<file path="config.mk">
export PLATFORM = sky130hd
export DESIGN_NAME = bshd_ram
export DESIGN_NICKNAME = d
export VERILOG_FILES = /design/src/design/bshd_ram.sv
export SDC_FILE = /design/constraint.sdc
export NUM_CORES = 2
export LEC_CHECK = 0
export ABC_AREA = 0
export BUFFER_PORTS_ARGS = -buffer_cell sky130_fd_sc_hd__buf_4
export CORE_MARGIN = 3
export CORE_UTILIZATION = 55
export DETAILED_ROUTE_END_ITERATION = 10
export GPL_TIMING_DRIVEN = 0
export PLACE_DENSITY = 0.68
export SLEW_MARGIN = 10
export SYNTH_ARGS = -nofsm -noshare
export SYNTH_HDL_FRONTEND = slang
export SYNTH_SLANG_ARGS = --single-unit
</file>
<file path="constraint.sdc">
create_clock -name clk_i -period 4.2 [get_ports clk_i]
set_clock_uncertainty 0.05 [all_clocks]
set_input_delay 0.42 -clock clk_i [delete_from_list [all_inputs] [get_ports clk_i]]
set_output_delay 0.42 -clock clk_i [all_outputs]
set_load 0.02 [all_outputs]
</file>
<file path="src/design/bshd_ram.sv">
// Generic single-port synchronous RAM with registered read.
module bshd_ram #(
  parameter int unsigned Width = 8,
  parameter int unsigned Depth = 256
) (
  input  logic                     clk_i,
  input  logic                     we_i,
  input  logic [$clog2(Depth)-1:0] addr_i,
  input  logic [Width-1:0]         wdata_i,
  output logic [Width-1:0]         rdata_o
);

  logic [Width-1:0] mem [Depth];

  always_ff @(posedge clk_i) begin
    if (we_i) begin
      mem[addr_i] <= wdata_i;
    end
    rdata_o <= mem[addr_i];
  end

endmodule

</file>
==> flow_metrics.tcl <==
set metrics [dict create \
    status "finished with violations" \
    violations "setup timing" \
    timing.slew.headroom_pct 14.22 \
    slew_viol_final 0 \
    end_kind "register" \
    crit_path_start_kind "input port" \
    avgSynthCellArea_sq_um 22.13 \
    hpwl_um 130900 \
    p_per_area_mw_per_mm2 474.7 \
    clock_latency_ns 0.85 \
    clock_path_buffers 3 \
    yosys.area.top_type_share_pct 78.35 \
    hold_class "input port to register" \
    worst_pin_slew_ns 1.277 \
    portBuffers 21 \
    core_sq_mm 0.1406 \
    ys_seq_area_share_pct 78.55 \
    grt_antenna_before_repair 11 \
    cts_buffers 197 \
    dpl_cell_area_sq_mm 0.08147 \
    drc 0 \
    yosysTopAreaCell "edfxtp_1" \
    arrival_ns 4.73 \
    regArea_sq_mm 0.06166 \
    p_leak_nw 26.53 \
    postSynthCellCount 3547 \
    synth.most_common_cell "edfxtp_1" \
    initial_core_util_pct 55.84 \
    cts_tree "yes" \
    cp_max_fo 10 \
    grt_start_max_net_pins 145 \
    synth_edf_count 2048 \
    fin_util_pct 62.44 \
    area_delta_synth_final_pct 11.82 \
    wl_per_cell_um 34.98 \
    grt_overflow 0 \
    multi_input_area_sq_mm 0.01590 \
    htree_levels 4 \
    die_w_um 383.8 \
    fin_ws_ns -0.1228 \
    hold_viol 0 \
    synth_area_leaders "edfxtp_1, mux4_2, a22oi_1" \
    std_cell_rows 137 \
    grt_pass1_wl_um 286600 \
    synthArstFlopShare_pct 0 \
    first_iter_violations 5671 \
    period_minus_slack_ns 4.323 \
    grt_pass1_vias 38719 \
    critical_path_required_ns 4.61 \
    vdd_drop_max_uv 371.3 \
    dieArea_sq_mm 0.1473 \
    synth-seq-cells 2056 \
    die_h_um 383.8 \
    synth.distinct_cells 22 \
    final_nets 3800 \
    synth_nets 3565 \
    fmax_mhz 231.3 \
    path_clk_slew_ns 0.06 \
    fin_crit_sh_pct 102.9 \
    cts_root_buf "clkbuf_16" \
    first_pass_iters 6 \
    io_pins 26 \
    gp_congestion 0.9586 \
    design_area_sq_mm 0.08777 \
    setup_viol 332 \
    via_per_inst 6.646 \
    ys_top_cells_by_count "edfxtp_1, mux4_2, a22oi_1, nor2_1, clkbuf_1" \
    drive_gt1_share_pct 23.86 \
    clock_sinks 2056 \
    rsz0062_at_grt "yes" \
    grt.total_usage_pct 28.06 \
    worstSetupPathType "input port to register" \
    syn_area_sq_mm 0.07849 \
    wirelength_um 203700 \
    vias 38706 \
    n_fill_cell 9563 \
    yosysWarnings 0 \
    synth-main-ff-cell "edfxtp_1" \
    cap_violations 0 \
    ant_nets 0 \
]
==> worst paths after layout <==
path	slack, ns	cells after the start	startpoint	endpoint
worst max-delay path	-0.12	8	addr_i[3]	mem[58][3]$_DFFE_PP_
worst min-delay path	0.01	1	wdata_i[6]	mem[94][6]$_DFFE_PP_
worst max register to register	0.87	5	mem[191][5]$_DFFE_PP_	rdata_o[5]$_DFF_P_
worst min register to register	1.17	5	mem[39][3]$_DFFE_PP_	rdata_o[3]$_DFF_P_
==> cells by family after synthesis <==
logic type,count (synthesis),synth area share [%]
flip-flops,2056,78.55
multiplexers,512,14.69
AO/OA/AOI/OAI,416,3.622
AND/OR/NAND/NOR,330,1.733
buffers and inverters,233,1.401
==> placed cells by master, fill, tap and decap left out, types with 8 or more instances in the layout <==
cell type  instances
buf_4             31
a22oi_1          256
clkbuf_1         161
buf_1             18
nand2_1           28
nor3_2            22
nor3_1             8
clkinv_2          40
edfxtp_1        2048
buf_6             16
bufinv_16          8
clkbuf_2          19
clkbuf_16        201
nand4_1            8
buf_16            12
a21oi_1          128
dfxtp_1            8
nor2_1           228
clkinv_1          50
o41ai_1           26
diode_2            8
mux4_2           512
nand3_1           13
buf_2             36
buf_8              8
==> sequential cells by signal, summed over array words and instances (netlist names) <==
name     cells
mem       2048
rdata_o      8
==> routing by layer <==
layer | vias to the layer above | part of all wire (%) | wire [um] | GRT usage (%)
met3 | 439 | 12 | 23780 | 9.069
met5 | - | 0.068 | 139 | 0.4630
met4 | 8 | 4.6 | 9376 | 11.97
met1 | 20391 | 37 | 75060 | 38.04
li1 | 15580 | - | - | -
met2 | 2288 | 47 | 95370 | 42.41
==> stage by stage <==
| step | hold slack [ns] | setup WS [ns] | std cells | TNS (ns) | power (mW) |
|---|---|---|---|---|---|
| after floorplan | 0.4689 | 1.511 | 3547 | 0 | 24.08 |
| after global placement | 0.7867 | -1.428 | 5444 | -1568.50 | 25.06 |
| after detailed placement | 0.7871 | -1.274 | 5458 | -1246.83 | 25.11 |
| after CTS | 0.02115 | 0.02446 | 5816 | 0 | 41.78 |
| after global routing | 0.04515 | -0.002803 | 5817 | -0.005538 | 42.70 |
| final | 0.01071 | -0.1228 | 5824 | -15.68 | 41.67 |
==> worst max-delay path, stage by stage <==
cell and delay, ns:
clkbuf_1 0.30, nor2b_1 0.18, clkbuf_1 0.48, clkbuf_1 0.89, buf_2 0.43, nand3_1 0.49
clkbuf_2 0.71, nor2_1 0.82
==> power by group <==
| group | switching, mW | total (mW) | leakage [nW] | internal (mW) |
|---|---|---|---|---|
| Combinational | 1.41 | 2.08 | 5.04 | 0.675 |
| Clock | 7.58 | 17.0 | 3.02 | 9.37 |
| Sequential | 0.0146 | 22.6 | 18.5 | 22.6 |
==> area by class of cell <==
class,count,area share [%]
Antenna cell,8,0.02281
Buffer,231,1.280
Clock buffer,243,5.979
Clock inverter,114,1.008
Inverter,1,0.004277
Multi-Input combinational cell,1258,18.11
Sequential cell,2056,70.25
Tap cell,1876,2.674
Timing Repair Buffer,37,0.6643
==> repair_timing <==
action                                  4_1_cts  5_1_grt
setup buffers                                 0        0
gates resized for setup                       9        6
hold endpoints to repair                    132        0
hold buffers                                  2        0
endpoints found under the setup margin      780       15
Note: power is estimated with default switching activity, not from simulation.
