[config.mk]
export PLATFORM = sky130hd
export DESIGN_NAME = bshd_hash
export DESIGN_NICKNAME = d
export VERILOG_FILES = /design/src/design/bshd_pkg.sv /design/src/design/bshd_hash.sv
export SDC_FILE = /design/constraint.sdc
export NUM_CORES = 1
export LEC_CHECK = 0
export ABC_AREA = 1
export BUFFER_PORTS_ARGS = -buffer_cell sky130_fd_sc_hd__buf_2
export CAP_MARGIN = 25
export CELL_PAD_IN_SITES_DETAIL_PLACEMENT = 1
export CELL_PAD_IN_SITES_GLOBAL_PLACEMENT = 1
export CORE_ASPECT_RATIO = 0.7
export CORE_MARGIN = 8
export CORE_UTILIZATION = 39
export CTS_CLUSTER_DIAMETER = 200
export CTS_CLUSTER_SIZE = 20
export DETAILED_ROUTE_END_ITERATION = 8
export GPL_TIMING_DRIVEN = 0
export MAX_ROUTING_LAYER = met4
export PLACE_DENSITY_LB_ADDON = 0.1
export SYNTH_ARGS = -nofsm -noshare
export SYNTH_HDL_FRONTEND = slang
export SYNTH_SLANG_ARGS = --single-unit
[constraint.sdc]
create_clock -name clk_i -period 3.99 [get_ports clk_i]
set_clock_uncertainty 0.05 [all_clocks]
set_input_delay 0.1995 -clock clk_i [delete_from_list [all_inputs] [get_ports clk_i]]
set_output_delay 0.1995 -clock clk_i [all_outputs]
set_load 0.005 [all_outputs]
[src/design/bshd_pkg.sv]
// Shared constants, types and codes for the byte string hash dictionary.
package bshd_pkg;

  localparam int unsigned TableSlots  = 4096;
  localparam int unsigned TextBytes   = 65536;
  localparam int unsigned MaxKeyBytes = 64;
  localparam int unsigned MaxEntries  = 2048;

  localparam int unsigned IdxW   = $clog2(TableSlots);
  localparam int unsigned ProbeW = $clog2(TableSlots + 1);
  localparam int unsigned TaddrW = $clog2(TextBytes);
  localparam int unsigned FillW  = $clog2(TextBytes + 1);
  localparam int unsigned KlenW  = $clog2(MaxKeyBytes + 2);
  localparam int unsigned KaddrW = (MaxKeyBytes > 1) ? $clog2(MaxKeyBytes) : 1;
  localparam int unsigned IdW    = 12;
  localparam int unsigned StW    = 3;

  localparam logic [63:0] HashBasis = 64'd1469598103934665603;

  typedef enum logic [StW-1:0] {
    ST_FOUND    = 3'd0,
    ST_ADDED    = 3'd1,
    ST_ABSENT   = 3'd2,
    ST_TOO_LONG = 3'd3,
    ST_FULL     = 3'd4
  } status_e;

  typedef struct packed {
    logic [IdW-1:0]    id;
    logic [TaddrW-1:0] off;
    logic [KlenW-1:0]  len;
  } slot_t;

  localparam int unsigned SlotW = $bits(slot_t);

  typedef struct packed {
    logic [IdxW-1:0]  idx;
    logic [KlenW-1:0] len;
    logic             first;
    logic             too_long;
  } key_info_t;

endpackage

[src/design/bshd_hash.sv]
// FNV-1a style hash (non-standard offset basis) and key length accumulator, one byte per en_i cycle.
module bshd_hash (
  input  logic                clk_i,
  input  logic                rst_ni,
  input  logic                en_i,
  input  logic                last_i,
  input  logic [7:0]          byte_i,
  output bshd_pkg::key_info_t info_o
);

  logic [63:0]                hash_q, hash_d, mixed, prod;
  logic [bshd_pkg::KlenW-1:0] len_q, len_d, len_nxt;

  // prime = 2^40 + 0x1b3
  assign mixed = hash_q ^ {56'd0, byte_i};
  assign prod  = (mixed << 40) + (mixed * 64'd435);

  assign len_nxt = (len_q <= bshd_pkg::KlenW'(bshd_pkg::MaxKeyBytes)) ?
                   len_q + 1'b1 : len_q;

  assign info_o.idx      = prod[bshd_pkg::IdxW-1:0];
  assign info_o.len      = len_nxt;
  assign info_o.first    = (len_q == '0);
  assign info_o.too_long = (len_nxt > bshd_pkg::KlenW'(bshd_pkg::MaxKeyBytes));

  always_comb begin
    hash_d = hash_q;
    len_d  = len_q;
    if (en_i) begin
      hash_d = last_i ? bshd_pkg::HashBasis : prod;
      len_d  = last_i ? '0 : len_nxt;
    end
  end

  always_ff @(posedge clk_i or negedge rst_ni) begin
    if (!rst_ni) begin
      hash_q <= bshd_pkg::HashBasis;
      len_q  <= '0;
    end else begin
      hash_q <= hash_d;
      len_q  <= len_d;
    end
  end

endmodule

==> results.rst, run 1 <==
.. list-table::
   :header-rows: 1

   * - Metric
     - Value
   * - Total track usage
     - 18.1%
   * - Area of all placed cells without fillers
     - 0.00318 mm^2
   * - Cell types with the highest counts after synthesis
     - 70 x sky130_fd_sc_hd__inv_1, 59 x sky130_fd_sc_hd__nand2_1, 35 x sky130_fd_sc_hd__ha_1
   * - Number of synthesized flops with an enable pin
     - 0
   * - Number of I/O port buffers
     - 32
   * - GP Congestion
     - roughly 0.82
   * - Maximum clock frequency
     - approximately 220 MHz
   * - Startpoint types
     - flop
   * - Clock Path Buffers
     - 2
   * - Average routed wire per standard cell
     - 17.8 um
   * - Number of failing setup endpoints in the final timing report
     - 5
   * - Combined area of all synthesized cells
     - 0.00228 mm^2
   * - Total of flip-flops plus latches after synthesis
     - 19
   * - Grt ovf
     - 0
   * - Number of nets in the synthesized netlist
     - between 300 and 400
   * - Proportion of synthesized flip-flops having asynchronous set or reset
     - 100%
   * - Result of the run
     - complete, but fails checks
   * - Share of the cycle needed by the critical path after routing
     - 113%
   * - Routed Antenna Nets
     - 0
   * - Multi-input combinational cell area
     - just under 0.002 mm^2
   * - Count of fill cells added during filler insertion
     - about 690
   * - RSZ-0062 raised after global routing
     - true
   * - Clock-pin slew reported for the worst setup and hold paths after clock tree synthesis
     - approximately 70 ps
   * - Antenna diode instance count
     - 0
   * - TritonCTS clock tree
     - built
   * - Stage delay of the slowest cell on the critical path
     - ~580 ps
   * - Initial standard-cell utilization of the core
     - 40.1%
   * - Data required time of the critical path
     - 3740 ps
   * - Area added between synthesis and finish
     - 39.3%
   * - Die extent in x
     - 107 um
   * - Number of nets in the final layout
     - 409
   * - Area share of the largest cell type after synthesis
     - 19.2%
   * - Count of pins on the block boundary
     - 33
   * - Synthesized netlist cell count
     - 287
   * - Number of failing hold endpoints at the final stage
     - 0
   * - Cell at the root of the clock tree
     - sky130_fd_sc_hd__clkbuf_8
   * - Crit Path Class
     - flop to output port
   * - Share of final-layout standard cells stronger than drive strength 1
     - a little under two fifths
   * - Dpl cells
     - 394
   * - Max-slew violations
     - 0
   * - Highest routed metal layer
     - met4
   * - Post-DR vias/cell
     - just under 5
   * - Area contributors post-synth
     - sky130_fd_sc_hd__ha_1 19%, sky130_fd_sc_hd__dfrtp_1 15%, sky130_fd_sc_hd__fa_1 14%
   * - Crit-path slowest cell
     - sky130_fd_sc_hd__dfstp_2
   * - Worst hold path class
     - input port to flop
   * - Max-Slew Margin vs Limit
     - 59.9%
   * - Total detailed-routing wirelength
     - 7500 um
   * - H-Tree Level Count
     - 1
   * - Most frequent cell after synthesis
     - sky130_fd_sc_hd__inv_1
   * - Utilization after layout
     - 55.8%
   * - Total routed wire length on the met1 layer
     - roughly 3500 um
   * - Avg Synthesized Cell Area
     - 7.96 um^2
   * - Synth Warn #
     - 0
   * - Area after detailed placement
     - ~0.0026 mm^2
   * - Commonest register cell after synthesis
     - sky130_fd_sc_hd__dfrtp_1
   * - Die outline height
     - 80.0 um
   * - Number of different library cells in the post-synthesis netlist
     - 31
   * - Final worst path period need
     - 4500 ps
   * - Area of all sequential standard cells
     - 482 um^2
   * - Data arrival at the endpoint of the critical path
     - 4250 ps
   * - Maximum number of pins on one net before global-route repair
     - 20
   * - Total met2 wirelength after detailed routing
     - 3610 um
   * - Total vias in the final route
     - 2077
   * - Global-route wire length before repair
     - 11700 um
   * - Total number of placement rows
     - 23
   * - Violated checks
     - setup timing
   * - Num CTS Buffers
     - 3
   * - CP Cell Sequence
     - xnor2_4 -> inv_2 -> ha_4 -> inv_2 -> fa_1 -> fa_1 -> inv_2 -> fa_1 -> ha_4 -> ha_4 -> buf_4 -> buf_6 -> a21oi_4 -> or2_1 -> and2_1 -> buf_2
   * - Antenna violations before repair
     - 0
   * - Final cell count without fillers
     - 420
   * - Critical path endpoint category
     - output port
   * - Routed length on met3
     - 283 um
   * - First-pass iteration count of the detailed router
     - 4
   * - Die Footprint
     - between 0.008 and 0.009 mm^2
   * - Area leader, netlist
     - sky130_fd_sc_hd__ha_1
   * - Number of global-route vias before repair
     - between 2000 and 2500
   * - Clk_lat worst skew
     - about 260 ps
   * - Transition at the pin with the smallest max-transition slack
     - 602 ps
   * - Placement Setup Slack
     - -474 ps
   * - HPWL Detailed
     - 5550 um
   * - Post-route DRC
     - 0
   * - Core box area
     - 0.00570 mm^2
   * - Largest fanout of any net on the critical path
     - 2
   * - Portion of the post-synthesis area used by sequential elements
     - 21.1%
   * - 1st-iter DRT viols
     - 48
   * - Clock sink count
     - 19
   * - Minimum setup slack in the final design
     - -511 ps
   * - Max Cap Violations
     - 0
[final timing paths]
path	from	endpoint	slack (ps)	cells after the start
worst max register to register	hash_q[1]	hash_q[11]	-450	24
min in group asynchronous	rst_ni	len_q[1]	350	2
worst min-delay path	last_i	hash_q[11]	220	4
max in group asynchronous	rst_ni	hash_q[1]	3190	2
worst min register to register	hash_q[11]	hash_q[11]	450	2
worst max-delay path	hash_q[1]	info_o[19]	-510	16
[critical path, delay by kind of cell, from the launching register on]
kind	cells	cell delay [ps]
AO/OA/AOI/OAI	1	50
XOR/XNOR	1	130
AND/OR/NAND/NOR	2	370
adder cells (fa/ha/maj)	6	2370
buffers and inverters	6	480
flip-flops	1	580
[state kept, by name, summed over array words and instances, names as in the netlist]
register  cells
hash_q       12
len_q         7
[cell usage in the layout (no fill, tap or decap), types with 2 or more instances in the layout]
cell type / Yosys / layout
sky130_fd_sc_hd__dfrtp_1: 14 / 14
sky130_fd_sc_hd__dfstp_2: 5 / 5
sky130_fd_sc_hd__nand2_1: 59 / 51
sky130_fd_sc_hd__nand3_2: 1 / 3
sky130_fd_sc_hd__xor2_2: 0 / 5
sky130_fd_sc_hd__o21ai_0: 2 / 2
sky130_fd_sc_hd__nand3_1: 13 / 10
sky130_fd_sc_hd__fa_1: 16 / 15
sky130_fd_sc_hd__a21oi_2: 0 / 2
sky130_fd_sc_hd__nor2_1: 14 / 11
sky130_fd_sc_hd__clkbuf_8: 0 / 3
sky130_fd_sc_hd__xor2_1: 11 / 6
sky130_fd_sc_hd__o22ai_1: 9 / 8
sky130_fd_sc_hd__xnor2_4: 0 / 2
sky130_fd_sc_hd__a21oi_4: 1 / 2
sky130_fd_sc_hd__nor2_4: 1 / 4
sky130_fd_sc_hd__ha_1: 35 / 17
sky130_fd_sc_hd__clkbuf_1: 1 / 2
sky130_fd_sc_hd__buf_2: 0 / 32
sky130_fd_sc_hd__inv_1: 70 / 60
sky130_fd_sc_hd__inv_2: 2 / 12
sky130_fd_sc_hd__buf_6: 0 / 6
sky130_fd_sc_hd__xnor2_2: 0 / 2
sky130_fd_sc_hd__ha_4: 0 / 18
sky130_fd_sc_hd__nand2_2: 3 / 11
sky130_fd_sc_hd__buf_4: 0 / 15
sky130_fd_sc_hd__a22o_1: 3 / 3
sky130_fd_sc_hd__a21oi_1: 6 / 3
sky130_fd_sc_hd__nand4_1: 3 / 3
sky130_fd_sc_hd__o21ai_1: 2 / 2
sky130_fd_sc_hd__xnor2_1: 7 / 3
[stage by stage]
stage               hold WS, ps  TNS, ps
floorplan                  -146        0
global placement            123    -1030
detailed placement          117    -1500
CTS                         203    -1730
global route                217    -3220
finish                      215    -2040
[timing repair]
action | in CTS | in global routing
endpoints found under the hold margin | 14 | 0
resized for setup | 35 | 36
buffers inserted | 11 | 12
endpoints found under the setup margin | 9 | 9
pin swaps | 17 | 37
hold buffers | 1 | 0
[kinds of logic (layout without fill, tap and decap cells)]
group / Yosys count / after routing / share of synthesized area, %
and+or+nand+nor: 97 / 97 / 18.5
buffers and inverters: 74 / 132 / 12.2
DFF: 19 / 19 / 21.1
xor gates and xnor gates: 18 / 18 / 6.90
AOI/OAI and AO/OA: 28 / 28 / 8.17
adders and majority gates: 51 / 51 / 33.2
[area by class of cell]
class | instances | area share (%)
multi-input cells | 194 | 60.7
plain buffers | 1 | 0.118
repair buffers | 54 | 11.0
clock buffers | 4 | 1.42
well taps | 75 | 2.95
flip-flops and latches | 19 | 15.1
inverters | 73 | 8.62
[layer usage]
layer | GRT usage, % | up-vias
met5 | - | -
li1 | - | 999
met2 | 29.3 | 36
met4 | 4.41 | 0
met3 | 2.66 | 11
met1 | 23.3 | 1031
Power of run 1 is left out: the tool's default activity adds up to more than one toggle a clock period on the data nets, which glitch-free logic cannot reach.
==> run 2: changes to the inputs <==
--- a/config.mk
+++ b/config.mk
@@ -10,7 +10,7 @@
 export CAP_MARGIN = 25
 export CELL_PAD_IN_SITES_DETAIL_PLACEMENT = 1
 export CELL_PAD_IN_SITES_GLOBAL_PLACEMENT = 1
-export CORE_ASPECT_RATIO = 0.7
+export CORE_ASPECT_RATIO = 1.25
 export CORE_MARGIN = 8
 export CORE_UTILIZATION = 39
 export CTS_CLUSTER_DIAMETER = 200
@@ -19,6 +19,7 @@
 export GPL_TIMING_DRIVEN = 0
 export MAX_ROUTING_LAYER = met4
 export PLACE_DENSITY_LB_ADDON = 0.1
+export SLEW_MARGIN = 20
 export SYNTH_ARGS = -nofsm -noshare
 export SYNTH_HDL_FRONTEND = slang
 export SYNTH_SLANG_ARGS = --single-unit
==> constraint.sdc (replaced) <==
create_clock -name clk_i -period 3.75 [get_ports clk_i]
set_clock_uncertainty 0.05 [all_clocks]
set_input_delay 0.1875 -clock clk_i [delete_from_list [all_inputs] [get_ports clk_i]]
set_output_delay 0.1875 -clock clk_i [all_outputs]
set_load 0.005 [all_outputs]
==> run 2 against run 1 <==
  * The run still ends with setup timing left
  * Flip-flop and latch count stayed put
  * First-iteration DRC count is 6.3% lower
  * Register-to-register slack better by 30 ps
  * Worst hold slack worse by 51 ps
  * Final cell count is 1.7% lower
  * Global-route usage is 0.81 points lower
  * Design area is 1.5% lower
  * Critical path depth is 4 higher
==> results.rst, run 2 (synthesis gave the netlist of run 1 again) <==
.. list-table::
   :header-rows: 1

   * - Metric
     - Value
   * - Transition at the pin with the smallest max-transition slack
     - 542 ps (-60.2 ps)
   * - Hold depth
     - 3 (-1)
   * - Total vias in the final route
     - 2055 (-1.1%)
   * - Clock-pin slew reported for the worst setup and hold paths after clock tree synthesis
     - 70 ps (about the same)
   * - Total met2 wirelength after detailed routing
     - 4010 um (+11%)
   * - Number of global-route vias before repair
     - 2355 (+4.5%)
   * - 1st-iter DRT viols
     - 45 (-6.3%)
   * - Total routed wire length on the met1 layer
     - 2670 um (-24%)
   * - Max-slew violations
     - 0 (unchanged)
   * - Data required time of the critical path
     - 3510 ps (-230 ps)
   * - Antenna diode instance count
     - 0 (unchanged)
   * - Max Cap Violations
     - 0 (unchanged)
   * - Routed Antenna Nets
     - 0 (unchanged)
   * - Beginning of the worst hold path
     - en_i
   * - Core box area
     - 0.00574 mm^2 (+0.75%)
   * - Die outline height
     - 102 um (+27%)
   * - CP Cell Sequence
     - xnor2_2 -> inv_2 -> ha_4 -> inv_2 -> fa_2 -> fa_1 -> inv_1 -> fa_1 -> ha_4 -> ha_4 -> nand2_2 -> inv_2 -> nand4_1 -> nand4_1 -> nand2_2 -> inv_2 -> nand3_2 -> nand2_1 -> inv_1 -> buf_2
   * - Dpl cells
     - 385 (-2.3%)
   * - Count of pins on the block boundary
     - 33 (unchanged)
   * - Minimum setup slack in the final design
     - -729 ps (-219 ps)
   * - Crit-path slowest cell
     - sky130_fd_sc_hd__dfstp_2
   * - Cell at the root of the clock tree
     - sky130_fd_sc_hd__clkbuf_8
   * - Count of fill cells added during filler insertion
     - 714 (+2.9%)
   * - Total track usage
     - 17.3% (-0.81 points)
   * - Global-route wire length before repair
     - 11200 um (-4.4%)
   * - Antenna violations before repair
     - 0 (unchanged)
   * - Commonest non-fill, non-tap cell in the layout
     - sky130_fd_sc_hd__inv_1
   * - Startpoint of the most critical register-to-register path
     - hash_q[1]
   * - Number of failing setup endpoints in the final timing report
     - 10 (+5)
   * - Die extent in x
     - 84.4 um (-21%)
   * - Clk_lat worst skew
     - 260 ps (about the same)
   * - Post-route DRC
     - 0 (unchanged)
   * - Grt ovf
     - 0 (unchanged)
   * - Post-route worst hold slack
     - 164 ps (-50.9 ps)
   * - Largest fanout of any net on the critical path
     - 3 (+1)
   * - Category of cells accounting for the largest share of critical-path delay
     - adder cells
   * - Number of flip-flops under the largest register name
     - 12 (unchanged)
   * - Total number of placement rows
     - 31 (+35%)
   * - Count of buffer and inverter cells on the critical path
     - 7 (+1)
   * - Stage delay of the slowest cell on the critical path
     - 550 ps (-30 ps)
   * - Number of I/O port buffers
     - 32 (unchanged)
   * - Data arrival at the endpoint of the critical path
     - 4240 ps (about the same)
   * - Initial standard-cell utilization of the core
     - 39.8% (-0.30 points)
   * - Post-DR vias/cell
     - 4.98 (+0.62%)
   * - Violated checks
     - setup timing
   * - Max-Slew Margin vs Limit
     - 63.9% (+4.0 points)
   * - Share of final-layout standard cells stronger than drive strength 1
     - 39.2% (+2.4 points)
   * - Total detailed-routing wirelength
     - 7000 um (-6.6%)
   * - Commonest non-fill, non-tap cells in the layout
     - 60 x sky130_fd_sc_hd__inv_1, 46 x sky130_fd_sc_hd__nand2_1, 32 x sky130_fd_sc_hd__buf_2
   * - Startpoint types
     - flop
   * - End point of the worst hold path
     - hash_q[1]
   * - Area added between synthesis and finish
     - 37.2%
   * - H-Tree Level Count
     - 1 (unchanged)
   * - Maximum number of pins on one net before global-route repair
     - 20 (unchanged)
   * - TritonCTS clock tree
     - built
   * - Clock Path Buffers
     - 2 (unchanged)
   * - Number of failing hold endpoints at the final stage
     - 0 (unchanged)
   * - Capture instance of the worst register-to-register path
     - hash_q[11]
   * - GP Congestion
     - 0.915 (+11%)
   * - Clock sink count
     - 19 (unchanged)
   * - Reg-to-reg setup timing slack
     - -420 ps (+30 ps)
   * - HPWL Detailed
     - 5340 um (-3.7%)
   * - Most common cell type on the critical path
     - sky130_fd_sc_hd__inv_2
   * - Num CTS Buffers
     - 3 (unchanged)
   * - Average routed wire per standard cell
     - 17.0 um (-5.0%)
   * - Number of nets in the final layout
     - 411 (+0.49%)
   * - RSZ-0062 raised after global routing
     - true
   * - Die Footprint
     - 0.00857 mm^2 (-0.28%)
   * - R2R cell count
     - 20 (-17%)
   * - Worst hold path class
     - input port to flop
   * - Largest registers in the final layout
     - hash_q x12, len_q x7
   * - First-pass iteration count of the detailed router
     - 4 (unchanged)
   * - Result of the run
     - complete, but fails checks
   * - Final cell count without fillers
     - 413 (-1.7%)
   * - Highest routed metal layer
     - met4
   * - Critical path endpoint category
     - output port
   * - Routed length on met3
     - 84 um (-70%)
   * - Register bank with the most flops
     - hash_q
   * - Share of the cycle needed by the critical path after routing
     - 119%
   * - Maximum clock frequency
     - 223 MHz
   * - Crit Path Class
     - flop to output port
   * - Final worst path period need
     - between 4000 and 5000 ps
run 2: final cells by class:
class / instances / area, um^2 / share of cell area, %
well taps: 66 / 82.6 / 2.64
multi-input cells: 194 / 1880 / 60.1
clock inverters: 1 / 5.00 / 0.160
flip-flops and latches: 19 / 484 / 15.5
plain buffers: 1 / 3.75 / 0.120
inverters: 73 / 274 / 8.75
repair buffers: 56 / 358 / 11.4
clock buffers: 3 / 41.3 / 1.32
run 2: worst max-delay path by stage:
stage / start / to / slack, ps / depth (start not counted)
floorplan: hash_q[1] / info_o[20] / -150 / 20
global placement: hash_q[2] / info_o[20] / -560 / 20
detailed placement: hash_q[2] / info_o[20] / -670 / 20
CTS: hash_q[1] / info_o[20] / -710 / 21
global route: hash_q[1] / info_o[20] / -880 / 20
finish: hash_q[1] / info_o[20] / -730 / 20
run 2: metrics by stage:
| stage | worst slack (ps) | instance area (um^2) | TNS, ps | util [%] |
|---|---|---|---|---|
| floorplan | -147 | 2390 | -207 | - |
| finish | -729 | 3130 | -3270 | 54.6 |
| global route | -884 | 3130 | -4950 | 54.6 |
| CTS | -710 | 2990 | -2900 | 52.1 |
| global placement | -559 | 2630 | -2170 | 45.9 |
| detailed placement | -675 | 2630 | -2900 | 45.9 |
run 2: layer usage:
layer	GRT usage, %	vias up
met3	1.14	12
li1	-	1005
met1	17.3	1005
met5	-	-
met4	8.79	0
met2	33.0	33
run 2: worst register-to-register path, delay by kind of cell (launching register included):
family / cells / cell delay [ps]
buffers and inverters: 6 / 470
flip-flops: 1 / 550
adder cells (fa/ha/maj): 6 / 2210
AND/OR/NAND/NOR: 7 / 650
XOR/XNOR: 1 / 130
run 2: repair_timing:
action                                  in CTS  in global routing
endpoints found under the setup margin      10                 11
hold buffers                                 1                  0
gates resized for setup                     45                 12
pin swaps                                   28                 18
endpoints found under the hold margin       14                  0
buffers inserted                            15                  9
Power of run 2 is left out for the same reason.
